==> src/rtl/core/isst_pkg.sv <==
package isst_pkg;

  localparam int ACC_FRAC        = 24;
  localparam int ANGLE_FRAC_BITS = 8;
  localparam int TABLE_LEN       = 24;
  localparam int XW              = 44;
  localparam int AW              = 34;
  localparam int SW              = 32;
  localparam int RW              = 32;
  localparam int REMW            = 34;

  localparam logic CFG_ACCEL_RANGE = 1'b0;
  localparam logic CFG_GYRO_RANGE  = 1'b1;

  typedef logic signed [XW-1:0] cx_t;
  typedef logic signed [AW-1:0] ang_t;

  localparam ang_t DEG180 = ang_t'(180) <<< ACC_FRAC;

  typedef struct packed {
    cx_t  x;
    cx_t  y;
    ang_t ang;
  } cvec_t;

  typedef struct packed {
    logic signed [19:0] accel_x;
    logic signed [19:0] accel_y;
    logic signed [19:0] accel_z;
    logic signed [26:0] rate_x;
    logic signed [26:0] rate_y;
    logic signed [26:0] rate_z;
    cvec_t              roll;
    cx_t                pitch_y;
    logic               roll_zero;
    logic               roll_neg;
    logic               pitch_zero;
  } side_t;

  function automatic ang_t atan_deg(input int i);
    ang_t a;
    case (i)
      0:  a = ang_t'(754974720);
      1:  a = ang_t'(445687602);
      2:  a = ang_t'(235489088);
      3:  a = ang_t'(119537938);
      4:  a = ang_t'(60000934);
      5:  a = ang_t'(30029717);
      6:  a = ang_t'(15018523);
      7:  a = ang_t'(7509720);
      8:  a = ang_t'(3754917);
      9:  a = ang_t'(1877466);
      10: a = ang_t'(938734);
      11: a = ang_t'(469367);
      12: a = ang_t'(234683);
      13: a = ang_t'(117342);
      14: a = ang_t'(58671);
      15: a = ang_t'(29335);
      16: a = ang_t'(14668);
      17: a = ang_t'(7334);
      18: a = ang_t'(3667);
      19: a = ang_t'(1833);
      20: a = ang_t'(917);
      21: a = ang_t'(458);
      22: a = ang_t'(229);
      23: a = ang_t'(115);
      default: a = '0;
    endcase
    return a;
  endfunction

endpackage

==> src/rtl/core/isst_cordic_stage.sv <==
module isst_cordic_stage #(
  parameter int SHIFT = 0
) (
  input  logic           clk,
  input  isst_pkg::cvec_t d,
  output isst_pkg::cvec_t q
);
  import isst_pkg::*;

  cx_t   xs;
  cx_t   ys;
  cvec_t nxt;

  always_comb begin
    xs = d.x >>> SHIFT;
    ys = d.y >>> SHIFT;
    if (!d.y[XW-1]) begin
      nxt.x   = d.x + ys;
      nxt.y   = d.y - xs;
      nxt.ang = d.ang + atan_deg(SHIFT);
    end else begin
      nxt.x   = d.x - ys;
      nxt.y   = d.y + xs;
      nxt.ang = d.ang - atan_deg(SHIFT);
    end
  end

  always_ff @(posedge clk) begin
    q <= nxt;
  end

endmodule

==> config.mk <==
export PLATFORM = sky130hd
export DESIGN_NAME = isst_cordic_stage
export DESIGN_NICKNAME = d
export VERILOG_FILES = /design/src/rtl/core/isst_pkg.sv /design/src/rtl/core/isst_cordic_stage.sv
export SDC_FILE = /design/constraint.sdc
export NUM_CORES = 1
export LEC_CHECK = 0
export ABC_AREA = 0
export ABC_CLOCK_PERIOD_IN_PS = 5900
export BUFFER_PORTS_ARGS = -buffer_cell sky130_fd_sc_hd__buf_2
export CAP_MARGIN = 20
export CORE_UTILIZATION = 50
export DETAILED_ROUTE_END_ITERATION = 10
export PLACE_DENSITY = 0.73
export SLEW_MARGIN = 20
export SYNTH_ARGS = -nofsm -noshare
export SYNTH_HDL_FRONTEND = slang
export SYNTH_SLANG_ARGS = --single-unit
==> constraint.sdc <==
create_clock -name clk -period 5.9 [get_ports clk]
set_input_delay 0 -clock clk [delete_from_list [all_inputs] [get_ports clk]]
set_output_delay 0 -clock clk [all_outputs]
set_load 0.01 [all_outputs]
==> out/qor.txt <==
Non-Filler Instances - 1988
status - complete, no violations
fmax - 0.280 GHz
# IOs - 245
post-placement cell count - 1918
Via density - 5.99
Max Slew Vio Count - 0
setup TNS - 0 ps
initial antenna violation count - 1
final core occ - 62.6%
PortBufs - 244
final period utilization - 60.5%
maximum buffer depth of the clock tree - 2
n_diodes - 0
post-DR wirelength/cell - 20.1 µm
DRC - 0
most frequent cell after synthesis - a21oi_1
VDD IR max - 164 µV
total CTS buffers - 17
top flop regs - q (121)
met3 wire len - 3640 µm
Iter 0 DRT Violations - 1133
CP startpoint kind - primary input
detailed-route via count - 11905
post-layout instance area - 13300 µm²
Post-Syn Instances - 1456
Max-Cap Viols - 0
Die Y - 150 µm
vias in the first global route - 11087
leading cell types by count after synthesis - a21oi_1 (184), ha_1 (153), inv_1 (138), dfxtp_1 (121), nor2_1 (120)
met2 WL post-DR - 17900 µm
Most used DFF post-synth - dfxtp_1
Crit Path Category - in -> reg
Setup violations, final - 0
GRT overflow - 0
Row Count - 53
Yosys top cell area share - 22.0%
dpl ws - 2050 ps
syn_nets - 1736
CTS Sinks - 121
leading area contributor after synthesis - dfxtp_1
Die Area - 22600 µm²
unrepaired setup endpoints after global routing - no
Rel. slew slack - 35.7%
P_leak - 6.26 nW
fillcell total - 1993
Arr. time, crit path - 3940 ps
ys async rst share - 0%
post-synthesis cell area - 11000 µm²
Crit Path Max Fanout - 14
Slew @ Worst Pin - 952 ps
Yosys warnings - 0
Post-CTS Setup Inserts - 0
worst hold-check path type - in -> reg
power density over the cells - 255 nW/µm²
Routed Antenna Nets - 0
Netlist cell types - 71
Highest Signal Layer - met5
H-tree depth - 4
synth-to-layout area growth - 20.9%
Critical Path RT - 6280 ps
Initial Util - 51.8%
CTS root buf - clkbuf_16
Post-DP HPWL - 31100 µm
Tmin final - 3570 ps
max reg flops - 121
Hold Slack - 0.176 ps
Die Wd - 150 µm
Resized cells post-CTS - 0
final WL - 39900 µm
Synth Register Bits - 121
met1 wire length - 17200 µm
router iterations before antenna repair - 6
Synth area leaders - dfxtp_1 (22%), ha_1 (17%), a21oi_1 (8.4%)
CTS tree - done
routability congestion estimate - 1.00
Post-synth EDFFs - 0
post-synthesis area per instance - 7.57 µm²
sequential-to-total area share from yosys stat - 22.0%
largest net degree at the start of global routing - 72
global-route usage over all layers - 35.2%
total core area - 21300 µm²
fraction of layout cells with a size suffix above 1 - 17.4%
crit end category - flip-flop
final hold vios - 0
clock-pin slew on the worst setup and hold paths - 70 ps
total power - 3.39 mW
first-pass GRT wire length - 60700 µm
NumNets Final - 1980
worst setup margin - 2330 ps
DP Area - 12400 µm²
Top reg by flops - q
==> report_power, final <==
part | total, mW | switching (mW) | internal (mW)
clock network | 1.05 | 0.492 | 0.561
registers | 1.03 | 0.0497 | 0.984
logic | 1.31 | 0.816 | 0.490
total | 3.39 | 1.36 | 2.04
==> layout make-up <==
type / instances / area (µm²) / area share (%)
flip-flops and latches: 121 / 2420 / 18.2
well taps: 275 / 344 / 2.58
inverters: 145 / 544 / 4.08
multi-input cells: 1130 / 7820 / 58.7
clock buffers: 17 / 425 / 3.19
clock inverters: 15 / 145 / 1.09
repair buffers: 285 / 1630 / 12.2
==> cell families (layout without fill, tap and decap cells) <==
| group | after synthesis | in the layout | share of synthesized area, % |
|---|---|---|---|
| AOI/OAI and AO/OA | 509 | 509 | 28.7 |
| xor gates and xnor gates | 92 | 92 | 7.31 |
| adders and majority gates | 157 | 157 | 18.1 |
| buffers and inverters | 205 | 462 | 7.07 |
| DFF | 121 | 121 | 22.0 |
| muxes | 13 | 13 | 1.18 |
| and+or+nand+nor | 359 | 359 | 15.7 |
==> path summary, 6_finish.rpt <==
path / start / endpoint / slack (ps) / depth (start not counted)
setup / recovery: d[52] / q[71]$_DFF_P_ / 2330 / 12
hold / removal: d[25] / q[25]$_DFF_P_ / 0.2 / 4
==> routing by layer <==
metal | global-route usage (%) | vias up
met5 | 0 | -
met4 | 12.3 | 2
met3 | 7.06 | 83
met2 | 56.7 | 645
met1 | 46.4 | 5560
li1 | - | 5615
==> timing repair <==
action	CTS	global route
hold buffers	38	0
hold endpoints to repair	38	0
setup endpoints to repair	0	0
==> layout by cell type (no fill, tap or decap), types with 8 or more instances in the layout <==
master,netlist,routed
xnor2_1,80,80
nand2_1,79,79
nand3_1,25,25
and2_1,8,8
a31oi_1,16,16
inv_1,138,138
o21ai_0,110,110
a21o_1,28,28
mux2i_1,13,13
nand2b_1,13,13
nor4_1,9,9
o211ai_1,16,16
nor2_1,120,120
nand4_1,21,21
a21oi_1,184,184
or2_2,11,11
o21bai_1,41,41
nor2b_1,14,14
nor3_1,31,31
a211oi_1,18,18
o21a_1,12,12
buf_2,5,243
clkbuf_16,0,17
o31ai_1,11,11
dlygate4sd3_1,0,38
xor2_1,12,12
ha_1,153,153
dfxtp_1,121,121
==> critical path, cell delays in order <==
cell       delay (ps)
buf_2             100
inv_1              60
ha_1              600
clkinv_1          410
a2111oi_0         560
o311ai_0          370
a211oi_1          480
nor2_1            180
a41oi_1           550
o21ai_0           270
mux2i_1           220
xnor2_1           140
Note: power is estimated with default switching activity, not from simulation.
